--- src/design/fdpc_pkg.sv ---
// Shared widths, constants and handshake structs of the divider parameter calculator.
package fdpc_pkg;

    localparam int TgtWidth     = 28;
    localparam int PllWidth     = 31;
    localparam int DivWidth     = 31;
    localparam int DivSteps     = DivWidth;
    localparam int DivCntWidth  = $clog2(DivSteps);
    localparam int GcdKWidth    = $clog2(TgtWidth);
    localparam int P1Width      = 18;
    localparam int P20Width     = 20;
    localparam int QuoWidth     = 8;
    localparam int ScaleShift   = 7;
    localparam int AddrWidth    = 3;
    localparam int DefDenomBits = 20;
    localparam int MaxDenomBits = 24;

    localparam logic [PllWidth-1:0] PllReset  = 31'd900000000;
    localparam logic [P1Width-1:0]  P1Offset  = 18'd512;
    localparam logic [PllWidth-1:0] DivFour   = 31'd4;
    localparam logic                RegPll    = 1'b0;

    typedef struct packed {
        logic                start;
        logic [DivWidth-1:0] dividend;
        logic [TgtWidth-1:0] divisor;
    } t_div_req;

    typedef struct packed {
        logic                done;
        logic [DivWidth-1:0] quotient;
        logic [TgtWidth-1:0] remainder;
    } t_div_rsp;

    typedef struct packed {
        logic                start;
        logic [TgtWidth-1:0] x;
        logic [TgtWidth-1:0] y;
    } t_gcd_req;

    typedef struct packed {
        logic                done;
        logic [TgtWidth-1:0] g;
    } t_gcd_rsp;

endpackage

--- src/design/fdpc_div.sv ---
// Restoring divider, one quotient bit per cycle, shared by all divisions of the block.
module fdpc_div (
    input  logic               i_clk,
    input  logic               i_rst_n,
    input  fdpc_pkg::t_div_req i_req,
    output fdpc_pkg::t_div_rsp o_rsp
);

    logic                                r_busy;
    logic                                r_done;
    logic [fdpc_pkg::DivCntWidth-1:0]    r_cnt;
    logic [fdpc_pkg::TgtWidth-1:0]       r_rem;
    logic [fdpc_pkg::TgtWidth-1:0]       r_dsr;
    logic [fdpc_pkg::DivWidth-1:0]       r_quo;
    logic [fdpc_pkg::TgtWidth:0]         trial;
    logic [fdpc_pkg::TgtWidth:0]         diff;
    logic                                ge;

    assign trial = {r_rem, r_quo[fdpc_pkg::DivWidth-1]};
    assign ge    = trial >= {1'b0, r_dsr};
    assign diff  = trial - {1'b0, r_dsr};

    always_ff @(posedge i_clk) begin
        if (!i_rst_n) begin
            r_busy <= 1'b0;
            r_done <= 1'b0;
            r_cnt  <= '0;
        end else begin
            r_done <= 1'b0;
            if (i_req.start) begin
                r_busy <= 1'b1;
                r_cnt  <= '0;
            end else if (r_busy) begin
                r_cnt <= r_cnt + 1'b1;
                if (r_cnt == fdpc_pkg::DivCntWidth'(fdpc_pkg::DivSteps - 1)) begin
                    r_busy <= 1'b0;
                    r_done <= 1'b1;
                end
            end
        end
    end

    always_ff @(posedge i_clk) begin
        if (i_req.start) begin
            r_rem <= '0;
            r_quo <= i_req.dividend;
            r_dsr <= i_req.divisor;
        end else if (r_busy) begin
            r_rem <= ge ? diff[fdpc_pkg::TgtWidth-1:0] : trial[fdpc_pkg::TgtWidth-1:0];
            r_quo <= {r_quo[fdpc_pkg::DivWidth-2:0], ge};
        end
    end

    assign o_rsp.done      = r_done;
    assign o_rsp.quotient  = r_quo;
    assign o_rsp.remainder = r_rem;

endmodule

--- src/design/fdpc_gcd.sv ---
// Binary greatest common divisor, one shift or subtract step per cycle.
module fdpc_gcd (
    input  logic               i_clk,
    input  logic               i_rst_n,
    input  fdpc_pkg::t_gcd_req i_req,
    output fdpc_pkg::t_gcd_rsp o_rsp
);

    logic                           r_busy;
    logic                           r_done;
    logic [fdpc_pkg::GcdKWidth-1:0] r_k;
    logic [fdpc_pkg::TgtWidth-1:0]  r_x;
    logic [fdpc_pkg::TgtWidth-1:0]  r_y;
    logic [fdpc_pkg::TgtWidth-1:0]  r_g;
    logic                           x_ge;
    logic [fdpc_pkg::TgtWidth-1:0]  diff;

    assign x_ge = r_x >= r_y;
    assign diff = x_ge ? (r_x - r_y) : (r_y - r_x);

    always_ff @(posedge i_clk) begin
        if (!i_rst_n) begin
            r_busy <= 1'b0;
            r_done <= 1'b0;
        end else begin
            r_done <= 1'b0;
            if (i_req.start) begin
                r_busy <= 1'b1;
            end else if (r_busy && r_x == '0) begin
                r_busy <= 1'b0;
                r_done <= 1'b1;
            end
        end
    end

    always_ff @(posedge i_clk) begin
        if (i_req.start) begin
            r_x <= i_req.x;
            r_y <= i_req.y;
            r_k <= '0;
        end else if (r_busy) begin
            priority if (r_x == '0) begin
                r_g <= r_y << r_k;
            end else if (!r_x[0] && !r_y[0]) begin
                r_x <= r_x >> 1;
                r_y <= r_y >> 1;
                r_k <= r_k + 1'b1;
            end else if (!r_x[0]) begin
                r_x <= r_x >> 1;
            end else if (!r_y[0]) begin
                r_y <= r_y >> 1;
            end else if (x_ge) begin
                r_x <= diff >> 1;
            end else begin
                r_y <= diff >> 1;
            end
        end
    end

    assign o_rsp.done = r_done;
    assign o_rsp.g    = r_g;

endmodule

--- src/design/fractional_divider_parameter_calc.sv ---
// Top level: APB register, stream ports and the sequencer of the parameter calculator.
//
// Usage: software writes the PLL frequency in hertz to the register at byte address 0
// over APB (reset value 900000000), then sends one target frequency per input word on
// s_axis (tdata bits 27:0). For each word one result word leaves on m_axis with P1, P2
// and P3 in tdata and the integer-mode and divide-by-four flags in tuser.
// Each nonzero word runs through one shared restoring divider (four divisions), a binary
// gcd unit and then halving of the fraction until its denominator fits in DENOM_BITS
// bits. A zero target skips the divisions and goes straight to the finish step.
// The block returns to idle when the result is registered.
// s_axis_tready is high only
// while no word is in work; one finished result can wait in the output register while
// the next word is taken. If the receiver stalls, the next result waits inside the
// block and no further word is accepted until the output register frees. Reset is
// synchronous, active low: it drops any word in work, clears the output valid and
// restores the register's reset value.
module fractional_divider_parameter_calc #(
    parameter int DENOM_BITS = fdpc_pkg::DefDenomBits
) (
    input  logic                           i_clk,
    input  logic                           i_rst_n,
    input  logic                           psel,
    input  logic                           penable,
    input  logic                           pwrite,
    input  logic [fdpc_pkg::AddrWidth-1:0] paddr,
    input  logic [31:0]                    pwdata,
    output logic [31:0]                    prdata,
    output logic                           pready,
    input  logic                           s_axis_tvalid,
    output logic                           s_axis_tready,
    input  logic [31:0]                    s_axis_tdata,  // target_frequency[27:0]
    output logic                           m_axis_tvalid,
    input  logic                           m_axis_tready,
    output logic [63:0]                    m_axis_tdata,  // param_one, param_two, param_three
    output logic [1:0]                     m_axis_tuser   // integer_mode, divide_by_four
);

    typedef enum logic [2:0] {
        S_IDLE,
        S_DIV_A,
        S_GCD,
        S_DIV_C,
        S_DIV_B,
        S_SHIFT,
        S_DIV_Q,
        S_FIN
    } t_state;

    t_state                            r_state;
    logic [fdpc_pkg::PllWidth-1:0]     r_pll;
    logic                              r_zero;
    logic [fdpc_pkg::TgtWidth-1:0]     r_tgt;
    logic [fdpc_pkg::PllWidth-1:0]     r_a;
    logic [fdpc_pkg::TgtWidth-1:0]     r_b;
    logic [fdpc_pkg::TgtWidth-1:0]     r_c;
    logic [fdpc_pkg::TgtWidth-1:0]     r_g;
    logic [fdpc_pkg::QuoWidth-1:0]     r_q;
    logic [fdpc_pkg::P20Width-1:0]     r_p2;
    logic                              r_div_start;
    logic [fdpc_pkg::DivWidth-1:0]     r_div_dividend;
    logic [fdpc_pkg::TgtWidth-1:0]     r_div_divisor;
    logic                              r_gcd_start;
    logic                              r_out_valid;
    logic [fdpc_pkg::P1Width-1:0]      r_out_p1;
    logic [fdpc_pkg::P20Width-1:0]     r_out_p2;
    logic [fdpc_pkg::P20Width-1:0]     r_out_p3;
    logic                              r_out_imode;
    logic                              r_out_div4;

    fdpc_pkg::t_div_req                div_req;
    fdpc_pkg::t_div_rsp                div_rsp;
    fdpc_pkg::t_gcd_req                gcd_req;
    fdpc_pkg::t_gcd_rsp                gcd_rsp;

    logic                              cfg_wr;
    logic                              in_acc;
    logic                              out_free;
    logic                              c_wide;
    logic [fdpc_pkg::P1Width-1:0]      a_scaled;
    logic [fdpc_pkg::P1Width-1:0]      n_p1;
    logic [fdpc_pkg::P20Width-1:0]     n_p2;
    logic [fdpc_pkg::P20Width-1:0]     n_p3;
    logic                              n_imode;
    logic                              n_div4;

    assign div_req.start    = r_div_start;
    assign div_req.dividend = r_div_dividend;
    assign div_req.divisor  = r_div_divisor;
    assign gcd_req.start    = r_gcd_start;
    assign gcd_req.x        = r_b;
    assign gcd_req.y        = r_c;

    fdpc_div u_div (
        .i_clk   (i_clk),
        .i_rst_n (i_rst_n),
        .i_req   (div_req),
        .o_rsp   (div_rsp)
    );

    fdpc_gcd u_gcd (
        .i_clk   (i_clk),
        .i_rst_n (i_rst_n),
        .i_req   (gcd_req),
        .o_rsp   (gcd_rsp)
    );

    assign pready   = 1'b1;
    assign cfg_wr   = psel && penable && pwrite && (paddr[2] == fdpc_pkg::RegPll);
    assign prdata   = (paddr[2] == fdpc_pkg::RegPll) ? {1'b0, r_pll} : 32'd0;

    assign s_axis_tready = (r_state == S_IDLE);
    assign in_acc        = s_axis_tvalid && s_axis_tready;
    assign out_free      = !r_out_valid || m_axis_tready;
    assign c_wide        = |(r_c >> DENOM_BITS);

    assign a_scaled = {r_a[fdpc_pkg::P1Width-fdpc_pkg::ScaleShift-1:0],
                       fdpc_pkg::ScaleShift'(0)};

    always_comb begin
        n_imode = (r_b == '0);
        n_div4  = (r_a == fdpc_pkg::DivFour);
        n_p1    = '0;
        n_p2    = '0;
        n_p3    = fdpc_pkg::P20Width'(1);
        priority if (r_zero) begin
            n_imode = 1'b1;
            n_div4  = 1'b0;
        end else if (n_div4) begin
            n_p1 = '0;
        end else if (n_imode) begin
            n_p1 = a_scaled - fdpc_pkg::P1Offset;
        end else begin
            n_p1 = a_scaled + fdpc_pkg::P1Width'(r_q) - fdpc_pkg::P1Offset;
            n_p2 = r_p2;
            n_p3 = r_c[fdpc_pkg::P20Width-1:0];
        end
    end

    always_ff @(posedge i_clk) begin
        if (!i_rst_n) begin
            r_state     <= S_IDLE;
            r_pll       <= fdpc_pkg::PllReset;
            r_div_start <= 1'b0;
            r_gcd_start <= 1'b0;
            r_out_valid <= 1'b0;
        end else begin
            r_div_start <= 1'b0;
            r_gcd_start <= 1'b0;
            if (cfg_wr) begin
                r_pll <= pwdata[fdpc_pkg::PllWidth-1:0];
            end
            if (r_state == S_FIN && out_free) begin
                r_out_valid <= 1'b1;
            end else if (m_axis_tready) begin
                r_out_valid <= 1'b0;
            end
            unique case (r_state)
                S_IDLE: begin
                    if (in_acc) begin
                        r_tgt  <= s_axis_tdata[fdpc_pkg::TgtWidth-1:0];
                        r_zero <= (s_axis_tdata[fdpc_pkg::TgtWidth-1:0] == '0);
                        if (s_axis_tdata[fdpc_pkg::TgtWidth-1:0] == '0) begin
                            r_state <= S_FIN;
                        end else begin
                            r_div_start    <= 1'b1;
                            r_div_dividend <= r_pll;
                            r_div_divisor  <= s_axis_tdata[fdpc_pkg::TgtWidth-1:0];
                            r_state        <= S_DIV_A;
                        end
                    end
                end
                S_DIV_A: begin
                    if (div_rsp.done) begin
                        r_a         <= div_rsp.quotient;
                        r_b         <= div_rsp.remainder;
                        r_c         <= r_tgt;
                        r_gcd_start <= 1'b1;
                        r_state     <= S_GCD;
                    end
                end
                S_GCD: begin
                    if (gcd_rsp.done) begin
                        r_g            <= gcd_rsp.g;
                        r_div_start    <= 1'b1;
                        r_div_dividend <= fdpc_pkg::DivWidth'(r_c);
                        r_div_divisor  <= gcd_rsp.g;
                        r_state        <= S_DIV_C;
                    end
                end
                S_DIV_C: begin
                    if (div_rsp.done) begin
                        r_c            <= div_rsp.quotient[fdpc_pkg::TgtWidth-1:0];
                        r_div_start    <= 1'b1;
                        r_div_dividend <= fdpc_pkg::DivWidth'(r_b);
                        r_div_divisor  <= r_g;
                        r_state        <= S_DIV_B;
                    end
                end
                S_DIV_B: begin
                    if (div_rsp.done) begin
                        r_b     <= div_rsp.quotient[fdpc_pkg::TgtWidth-1:0];
                        r_state <= S_SHIFT;
                    end
                end
                S_SHIFT: begin
                    if (c_wide) begin
                        r_b <= r_b >> 1;
                        r_c <= r_c >> 1;
                    end else begin
                        r_div_start    <= 1'b1;
                        r_div_dividend <= {r_b[fdpc_pkg::MaxDenomBits-1:0],
                                           fdpc_pkg::ScaleShift'(0)};
                        r_div_divisor  <= r_c;
                        r_state        <= S_DIV_Q;
                    end
                end
                S_DIV_Q: begin
                    if (div_rsp.done) begin
                        r_q     <= div_rsp.quotient[fdpc_pkg::QuoWidth-1:0];
                        r_p2    <= div_rsp.remainder[fdpc_pkg::P20Width-1:0];
                        r_state <= S_FIN;
                    end
                end
                S_FIN: begin
                    if (out_free) begin
                        r_out_p1    <= n_p1;
                        r_out_p2    <= n_p2;
                        r_out_p3    <= n_p3;
                        r_out_imode <= n_imode;
                        r_out_div4  <= n_div4;
                        r_state     <= S_IDLE;
                    end
                end
                default: r_state <= S_IDLE;
            endcase
        end
    end

    assign m_axis_tvalid = r_out_valid;
    assign m_axis_tdata  = {6'd0, r_out_p3, r_out_p2, r_out_p1};
    assign m_axis_tuser  = {r_out_div4, r_out_imode};

`ifndef SYNTHESIS
    a_div4_values: assert property (@(posedge i_clk) disable iff (!i_rst_n)
        m_axis_tvalid && m_axis_tuser[1] |-> m_axis_tdata[57:0] == {20'd1, 38'd0})
        else $error("divide-by-four word carries nonzero P1/P2 or P3 != 1");

    a_int_values: assert property (@(posedge i_clk) disable iff (!i_rst_n)
        m_axis_tvalid && m_axis_tuser[0] |-> m_axis_tdata[57:18] == {20'd1, 20'd0})
        else $error("integer-mode word carries P2 != 0 or P3 != 1");

    a_out_from_fin: assert property (@(posedge i_clk) disable iff (!i_rst_n)
        $rose(m_axis_tvalid) |-> $past(r_state) == S_FIN)
        else $error("output word raised outside the finish step");
`endif

endmodule

--- config.mk ---
export PLATFORM = sky130hd
export DESIGN_NAME = fractional_divider_parameter_calc
export DESIGN_NICKNAME = d
export VERILOG_FILES = /design/src/design/fdpc_pkg.sv /design/src/design/fdpc_div.sv /design/src/design/fdpc_gcd.sv /design/src/design/fractional_divider_parameter_calc.sv
export SDC_FILE = /design/constraint.sdc
export NUM_CORES = 1
export LEC_CHECK = 0
export ABC_AREA = 1
export BUFFER_PORTS_ARGS = -buffer_cell sky130_fd_sc_hd__buf_2
export CAP_MARGIN = 20
export CORE_ASPECT_RATIO = 1.5
export CORE_MARGIN = 3
export CORE_UTILIZATION = 56
export DETAILED_ROUTE_END_ITERATION = 6
export GPL_TIMING_DRIVEN = 0
export HOLD_SLACK_MARGIN = 0.08
export PLACE_DENSITY_LB_ADDON = 0.08
export SYNTH_ARGS = -nofsm -noshare
export SYNTH_HDL_FRONTEND = slang
export SYNTH_SLANG_ARGS = --single-unit
--- constraint.sdc ---
create_clock -name i_clk -period 6 [get_ports i_clk]
set_clock_uncertainty 0.2 [all_clocks]
set_input_delay 0.9 -clock i_clk [delete_from_list [all_inputs] [get_ports i_clk]]
set_output_delay 0.9 -clock i_clk [all_outputs]
set_load 0.005 [all_outputs]
* Word-level counts from Yosys, hierarchy flattened
Index checks and enable logic that the tools add are counted.
Word-level totals: register bits 513, word-level logic and storage cells 182, bits of input ports 74, output and inout bits 101
Cells by class: reduce and logical (&&, ||, !) cells 45, order comparisons 2, bitwise gates (word level) 5, multiplexer cells 64, shift operators 1, add/subtract/negate cells 8, equal/unequal tests 23
Operator list (number):
- $mux W28 | 26
- $mux W31 | 8
- $pmux W28 S3 | 2
- $pmux W31 S4 | 1
- $pmux W28 S4 | 1
- $logic_not A28 Y1 | 3
- $sub A28 B28 Y28 | 3
- $sub A18 B10 Y18 const B | 2
- $eq A31 B3 Y1 const B | 1
- $ge A29 B28 Y1 | 1
- $ge A28 B28 Y1 | 1
- $shl A28 B5 Y28 | 1
- $mux W3 | 9
- $pmux W3 S8 | 1
- $reduce_and A3 Y1 | 8
- $add A18 B8 Y18 | 1
- $mux W18 | 1
- $mux W1 | 14
- $eq A3 B3 Y1 const B | 4
- $ne A2 B1 Y1 const B | 6
- $ne A4 B4 Y1 const B | 3
- $add A5 B1 Y5 const B | 2
- $ne A2 B2 Y1 const B | 5
- $reduce_and A5 Y1 | 2
- other kinds (19) | 42

* Logic depth before layout (Yosys ltp)
Gate-level depths: netlist (run 1).
word-level depth 9, gate-level depth with buffers 17

* Hierarchy
A second synthesis (run 1) with hierarchy kept.
Unflattened totals: cell total of the unflattened synthesis 3453, area total of the unflattened synthesis 29055.4 um^2
Modules (own cells, without submodules):
- fractional_divider_parameter_calc | times used 1, area each 13825.8 um^2, cells each 1216, sequential area each 9479.1 um^2
- fdpc_gcd | times used 1, area each 9247.6 um^2, cells each 1392, sequential area each 2662.6 um^2
- fdpc_div | times used 1, area each 5982.0 um^2, cells each 845, sequential area each 2472.4 um^2

* Worst setup path before layout (run 1)
OpenSTA, ideal clock, no wires.
path kind input-to-reg, start point in i_rst_n, end point reg r_div_dividend[0] (netlist name) (enable), buffers on the path 1, cell stages on the path 3, library setup time 0.561 ns, arrival time 5.641 ns, path slack -0.402 ns, cells stage by stage clkbuf_1 -> o21ai_0 -> nor3b_1
On the way: cells in the longest elaborated chain, start to end 1
Ends and longest elaborated chain:
- start, declared | line fractional_divider_parameter_calc.sv:21 | input logic i_rst_n,
- $reduce_and A7 Y1 (no line)
- end signal, assigned | line fractional_divider_parameter_calc.sv:166 | r_div_dividend <= r_pll;
- end signal, assigned | line fractional_divider_parameter_calc.sv:185 | r_div_dividend <= fdpc_pkg::DivWidth'(r_c);
- end signal, assigned | line fractional_divider_parameter_calc.sv:194 | r_div_dividend <= fdpc_pkg::DivWidth'(r_b);
- end, declared | line fractional_divider_parameter_calc.sv:60 | logic [fdpc_pkg::DivWidth-1:0] r_div_dividend;
No other way between the ends. A chain may end at the register's enable or synchronous reset.

* Worst setup path after layout (run 1)
start point reg r_a[7] (netlist name), end point reg r_out_p3[16] (netlist name) (data pin)
On the way: cells in the longest elaborated chain, start to end 2
Ends and longest elaborated chain:
- start, declared | line fractional_divider_parameter_calc.sv:53 | logic [fdpc_pkg::PllWidth-1:0] r_a;
- start signal, assigned | line fractional_divider_parameter_calc.sv:174 | r_a <= div_rsp.quotient;
- $eq A31 B3 Y1 | line fractional_divider_parameter_calc.sv:121 | n_div4 = (r_a == fdpc_pkg::DivFour);
- $reduce_or A3 Y1 (no line)
- end signal, assigned | line fractional_divider_parameter_calc.sv:228 | r_out_p3 <= n_p3;
- end, declared | line fractional_divider_parameter_calc.sv:66 | logic [fdpc_pkg::P20Width-1:0] r_out_p3;
No other way between the ends.

==> impl_metrics.env, run 1 <==
export IMPL_grt_ovfl_total=0
export IMPL_antenna_found_initial=4
export IMPL_fp_dieW_um=190
export IMPL_cts_hold_buffers=0
export IMPL_max_stage_delay_ps=940
export IMPL_h_tree_depth=2
export IMPL_fmax_ghz=0.253
export IMPL_ant_nets=0
export IMPL_synth_edf_count=434
export IMPL_cts_setup_buffers=0
export IMPL_num_rows=100
export IMPL_clock_path_buffers=3
export IMPL_critPathKind="reg -> reg"
export IMPL_port_buffers=159
export IMPL_syn_avg_cell_area_um2=8.58
export IMPL_min_path_type="reg -> reg"
export IMPL_start_util_pct=57.1
export IMPL_nets=3739
export IMPL_startpoint_type="register"
export IMPL_fp_coreArea_mm2=0.0500
export IMPL_via_count=26000
export IMPL_placed_cells=4182
export IMPL_period_share_pct=65.8
export IMPL_mostFrequentLayoutCells="nand2_1, inv_1, edfxtp_1"
export IMPL_combPwrFrac_pct=27.7
export IMPL_end_kind="register"
export IMPL_finalNonFillerCells=4280
export IMPL_worst_pin_slew_ps=1070
export IMPL_synth_seq_area_share_pct=51.1
export IMPL_mostFrequentLayoutCell="nand2_1"
export IMPL_place_hpwl_um=90000
export IMPL_setup_viol=0
export IMPL_clock_sinks=513
export IMPL_wl_um=111000
export IMPL_synth_seq_cells=513
export IMPL_drc=3
export IMPL_report_final_slew_viol_count=0
export IMPL_clkLatencyLatePin_ps=590
export IMPL_syn_area_mm2=0.0286
export IMPL_required_ps=6080
export IMPL_violations="design-rule violations"
export IMPL_crit_path_cell_trace="nor4_2 > and2_1 > nand4_1 > nand2_2 > buf_2 > nor2_1"
export IMPL_cts_buffers=48
export IMPL_maxCapViolCount=0
export IMPL_clk_pin_slew_ps=70
export IMPL_grt_pass1_wl_um=160000
export IMPL_power_density_mw_per_mm2=365
export IMPL_drt_vias_per_instance=6.07
export IMPL_gp_congestion=1.06
export IMPL_clkPwrFrac_pct=28.6
export IMPL_rsz0062_at_grt="no"
export IMPL_outcome="complete, but fails checks"
export IMPL_slowest_stage="nor4_2"
export IMPL_p_seq_share_pct=43.7
export IMPL_grt_start_max_net_pins=30
export IMPL_hold_violations=0
export IMPL_async_reset_ff_share_pct=0
export IMPL_layout_min_cycle_time_ps=3950
export IMPL_critical_path_top_delay_family="simple AND/OR/NAND/NOR gates"
export IMPL_die_h_um=283
export IMPL_first_iter_violations=2863
export IMPL_critPathArrivalTime_ps=4030
export IMPL_track_usage_pct=40.8
export IMPL_p_int_uw=7550
export IMPL_area_delta_synth_final_pct=13.3
export IMPL_place_ws_ps=2040
export IMPL_critPathBufInv=1
export IMPL_ios=175
export IMPL_drt_first_pass_iters=7
export IMPL_first_global_vias=26100
export IMPL_netSwitchingFraction_pct=36.2
export IMPL_yosysWarnings=0
export IMPL_setup_ws_ps=2050
export IMPL_yosysUniqueCellTypes=57
export IMPL_power_leakage_uw=0.0142
export IMPL_drive_gt1_share_pct=11.3
export IMPL_cts_tree="done"
export IMPL_cp_max_fo=10
export IMPL_switchingPower_uw=4280
export IMPL_synth_ff_type="edfxtp_1"
export IMPL_cts_root_buf="clkbuf_16"
export IMPL_cts_resized=0
export IMPL_dieArea_mm2=0.0539
export IMPL_synthCells=3332
export IMPL_ir_drop_mv=0.285
export IMPL_slew_limit_headroom_pct=28.5
export IMPL_wire_per_inst_um=26.0
[synthesized netlist by cell type, types with 13 or more instances]
| cell | count | share of area (%) |
|---|---|---|
| nand2_1 | 835 | 11 |
| inv_1 | 469 | 6.2 |
| edfxtp_1 | 434 | 46 |
| nor2_1 | 338 | 4.4 |
| a21oi_1 | 199 | 3.5 |
| o21ai_0 | 163 | 2.9 |
| nand3_1 | 128 | 2.2 |
| ha_1 | 92 | 4.0 |
| dfxtp_1 | 79 | 5.5 |
| clkbuf_1 | 73 | 0.96 |
| nand4_1 | 73 | 1.6 |
| buf_2 | 40 | 0.70 |
| xor2_1 | 37 | 1.1 |
| a221oi_1 | 36 | 1.1 |
| a221o_1 | 35 | 1.2 |
| o221ai_1 | 26 | 0.80 |
| o211ai_1 | 25 | 0.66 |
| nor4_1 | 22 | 0.48 |
| nor3_1 | 21 | 0.37 |
| xnor2_1 | 16 | 0.49 |
| a22oi_2 | 15 | 0.66 |
| o22ai_1 | 15 | 0.33 |
| buf_4 | 14 | 0.37 |
| inv_2 | 13 | 0.17 |
[power groups by stage]
stage                     clock network, µW  logic [µW]  registers, µW
final                                  3380        3280           5170
after CTS                              3360        3190           5140
after global placement                    0        2960           5220
after global routing                   3500        3510           5190
after floorplan                           0        2030           4960
after detailed placement                  0        3140           5200
[metrics by stage]
step | power, µW | instance area [µm²] | utilization (%) | TNS [ps] | hold slack [ps]
after global routing | 12200 | 32400 | 64.7 | 0 | 224
after floorplan | 6990 | 28600 | - | 0 | 200
after CTS | 11700 | 32400 | 64.7 | 0 | 217
after detailed placement | 8350 | 30600 | 61.2 | 0 | 205
final | 11800 | 32400 | 64.8 | 0 | 216
after global placement | 8180 | 30200 | 60.4 | -231130 | 202
[state kept, by name, summed over array words and instances (netlist names), 31 cells and up]
name and count:
r_a 31, u_div.r_quo 31, r_div_dividend 31, r_pll 31
[worst paths after layout]
| check | cells past startpoint | endpoint | slack (ps) | start |
|---|---|---|---|---|
| max | 6 | r_out_p3[16] | 2050 | r_a[7] |
| min | 0 | u_div.r_dsr[18] | 220 | r_div_divisor[18] |
| max reg2reg | 6 | r_out_p3[16] | 2050 | r_a[7] |
| min reg2reg | 0 | u_div.r_dsr[18] | 220 | r_div_divisor[18] |
[area by class of cell]
cell class / count / area (µm²)
multi-input cells: 2193 / 11500
repair buffers: 182 / 1130
plain buffers: 144 / 693
diodes: 7 / 17.5
fillers: 4182 / 17600
well taps: 663 / 830
clock buffers: 61 / 1320
inverters: 488 / 1830
clock inverters: 29 / 420
flip-flops and latches: 513 / 14600
[kinds of logic after synthesis]
| family | count (synthesis) | synth area share [%] |
|---|---|---|
| AO/OA/AOI/OAI | 562 | 12.4 |
| flip-flops | 513 | 51.1 |
| other | 2 | 0.0263 |
| adder cells (fa/ha/maj) | 95 | 4.24 |
| AND/OR/NAND/NOR | 1465 | 21.5 |
| XOR/XNOR | 53 | 1.62 |
| multiplexers | 10 | 0.350 |
| buffers and inverters | 632 | 8.83 |
[routing by layer]
| metal | part of all wire, % | routed length [µm] | vias to the layer above | global-route usage [%] |
|---|---|---|---|---|
| li1 | - | - | 11700 | - |
| met1 | 29 | 32700 | 12100 | 38.5 |
| met2 | 50 | 55600 | 1655 | 72.5 |
| met3 | 7.4 | 8250 | 586 | 5.99 |
| met4 | 13 | 14900 | 2 | 42.9 |
| met5 | 0.0099 | 11 | - | 0 |
No activity file was read; power rests on OpenSTA's default activity.
==> inputs of run 2 (changes only) <==
--- a/config.mk
+++ b/config.mk
@@ -5,12 +5,12 @@
 export SDC_FILE = /design/constraint.sdc
 export NUM_CORES = 1
 export LEC_CHECK = 0
-export ABC_AREA = 1
+export ABC_AREA = 0
 export BUFFER_PORTS_ARGS = -buffer_cell sky130_fd_sc_hd__buf_2
 export CAP_MARGIN = 20
 export CORE_ASPECT_RATIO = 1.5
 export CORE_MARGIN = 3
-export CORE_UTILIZATION = 56
+export CORE_UTILIZATION = 62
 export DETAILED_ROUTE_END_ITERATION = 6
 export GPL_TIMING_DRIVEN = 0
 export HOLD_SLACK_MARGIN = 0.08
==> constraint.sdc (replaced) <==
create_clock -name i_clk -period 4 [get_ports i_clk]
set_clock_uncertainty 0.2 [all_clocks]
set_input_delay 0.6 -clock i_clk [delete_from_list [all_inputs] [get_ports i_clk]]
set_output_delay 0.6 -clock i_clk [all_outputs]
set_load 0.005 [all_outputs]
==> impl_metrics.env, run 2 <==
export IMPL_start_util_pct=63.3
export IMPL_via_count=25600
export IMPL_cts_root_buf="clkbuf_16"
export IMPL_synth_common_cells="edfxtp_1, nand2_1, o21ai_0"
export IMPL_fmax_ghz=0.249
export IMPL_p_int_uw=11300
export IMPL_ios=175
export IMPL_synth_edf_count=434
export IMPL_setup_ws_ps=-18.3
export IMPL_power_density_mw_per_mm2=540
export IMPL_min_path_type="in -> reg"
export IMPL_startpoint_type="register"
export IMPL_drive_gt1_share_pct=12.9
export IMPL_antenna_found_initial=6
export IMPL_first_iter_violations=3384
export IMPL_syn_avg_cell_area_um2=10.2
export IMPL_maxCapViolCount=0
export IMPL_async_reset_ff_share_pct=0
export IMPL_post_synth_top_count_cell="edfxtp_1"
export IMPL_outcome="complete, but fails checks"
export IMPL_cp_max_fo=9
export IMPL_fp_dieW_um=181
export IMPL_yosys_area_top_type_share_pct=45.6
export IMPL_required_ps=4140
export IMPL_area_delta_synth_final_pct=14.7
export IMPL_track_usage_pct=44.2
export IMPL_fp_coreArea_mm2=0.0452
export IMPL_placed_area_mm2=0.0306
export IMPL_syn_area_mm2=0.0286
export IMPL_place_ws_ps=-646
export IMPL_rsz0062_at_grt="no"
export IMPL_netSwitchingFraction_pct=36.3
export IMPL_wire_per_inst_um=29.6
export IMPL_first_global_vias=25300
export IMPL_layout_min_cycle_time_ps=4020
export IMPL_clock_sinks=513
export IMPL_grt_ovfl_total=0
export IMPL_hold_violations=0
export IMPL_drc=1
export IMPL_wl_um=110000
export IMPL_num_rows=95
export IMPL_report_final_slew_viol_count=0
export IMPL_dieArea_mm2=0.0488
export IMPL_p_seq_share_pct=44.0
export IMPL_yosysUniqueCellTypes=77
export IMPL_nets=3257
export IMPL_switchingPower_uw=6440
export IMPL_synth_seq_area_share_pct=51.1
export IMPL_clk_pin_slew_ps=70
export IMPL_ys_top_cells_by_area="edfxtp_1, dfxtp_1, mux2i_1"
export IMPL_power_leakage_uw=0.0124
export IMPL_cts_buffers=46
export IMPL_design_area_mm2=0.0328
export IMPL_synthCells=2802
export IMPL_place_hpwl_um=83900
export IMPL_port_buffers=159
export IMPL_slew_limit_headroom_pct=36.2
export IMPL_setup_viol=2
export IMPL_clock_path_buffers=3
export IMPL_critPathKind="reg -> reg"
export IMPL_ir_drop_mv=0.361
export IMPL_mostFrequentLayoutCell="edfxtp_1"
export IMPL_grt_pass1_wl_um=160000
export IMPL_synth_seq_cells=513
export IMPL_period_share_pct=100
export IMPL_violations="design-rule violations, negative setup slack"
export IMPL_gp_congestion=1.10
export IMPL_mostFrequentLayoutCells="edfxtp_1, nand2_1, o21ai_0"
export IMPL_h_tree_depth=2
export IMPL_grt_start_max_net_pins=30
export IMPL_synth_ff_type="edfxtp_1"
export IMPL_end_kind="register"
export IMPL_die_h_um=269
export IMPL_critPathArrivalTime_ps=4150
export IMPL_ant_nets=0
export IMPL_combPwrFrac_pct=29.7
export IMPL_drt_vias_per_instance=6.89
export IMPL_clkPwrFrac_pct=26.3
export IMPL_synth_top_cell_by_area="edfxtp_1"
export IMPL_cts_tree="done"
export IMPL_worst_pin_slew_ps=953
export IMPL_yosysWarnings=0
export IMPL_clkLatencyLatePin_ps=590
export IMPL_drt_first_pass_iters=7
export IMPL_post_route_util_pct=72.6
==> run 2: worst paths after layout <==
path	from	to	slack, ps	cells past startpoint
max	u_gcd.r_y[4]	u_gcd.r_x[25]	-20	10
min	pwdata[0]	r_pll[0]	90	3
max reg2reg	u_gcd.r_y[4]	u_gcd.r_x[25]	-20	10
min reg2reg	r_div_divisor[16]	u_div.r_dsr[16]	220	0
==> run 2: cell families (layout without fill, tap and decap cells) <==
| family | Yosys count | in the layout | share of synthesized area [%] |
|---|---|---|---|
| and+or+nand+nor | 864 | 864 | 14.1 |
| AOI/OAI and AO/OA | 738 | 738 | 16.7 |
| DFF | 513 | 513 | 51.1 |
| buffers and inverters | 341 | 659 | 4.69 |
| muxes | 175 | 175 | 6.87 |
| adders and majority gates | 95 | 95 | 4.23 |
| xor gates and xnor gates | 74 | 74 | 2.27 |
| other | 2 | 14 | 0.0262 |
==> run 2: worst max-delay path, cell delays in order (launching register included) <==
cell and delay (ps):
edfxtp_1 500, clkinvlp_4 340, ha_1 570, o21ai_0 200, a21oi_2 270, a311o_1 390
nand3_2 240, a41oi_2 290, nor3_1 90, xnor2_1 260, a221o_1 390
==> run 2: layout make-up <==
class | count | area (µm²)
Buffer | 193 | 788
Multi-Input combinational cell | 1954 | 12900
Fill cell | 3140 | 12400
Sequential cell | 513 | 14600
Timing Repair Buffer | 233 | 1640
Inverter | 147 | 556
Antenna cell | 6 | 15.0
Clock inverter | 29 | 324
Tap cell | 582 | 728
Clock buffer | 57 | 1250
==> run 2: per-stage QoR <==
step / std cells / setup TNS, ps / total power, µW / hold WS [ps]
after floorplan: 2808 / -1190 / 10800 / 200
after global placement: 3549 / -187010 / 12400 / 203
after detailed placement: 3569 / -39970 / 12700 / 205
after CTS: 3695 / 0 / 17400 / 80.7
after global routing: 3710 / 0 / 18200 / 87.2
final: 3714 / -33.1 / 17700 / 85.8
==> run 2: layer usage <==
layer	global-route usage (%)	part of all wire, %	routed length, µm	vias to the layer above
li1	-	-	-	10900
met1	43.1	29	31700	11900
met2	77.5	49	53800	1982
met3	9.62	9.7	10700	757
met4	40.9	12	13700	6
met5	0	0.035	38	-
==> run 2: timing repair <==
action	in CTS	in global routing
hold buffers	33	0
resized for setup	19	12
setup buffers	7	13
pin swaps	4	0
endpoints found under the setup margin	103	90
hold endpoints to repair	33	0
==> run 2: power groups by stage <==
stage	sequential, µW	clock (µW)	combinational [µW]
CTS	7720	4640	4990
global placement	7840	0	4570
detailed placement	7830	0	4890
finish	7800	4670	5260
floorplan	7260	0	3490
global route	7770	4840	5590
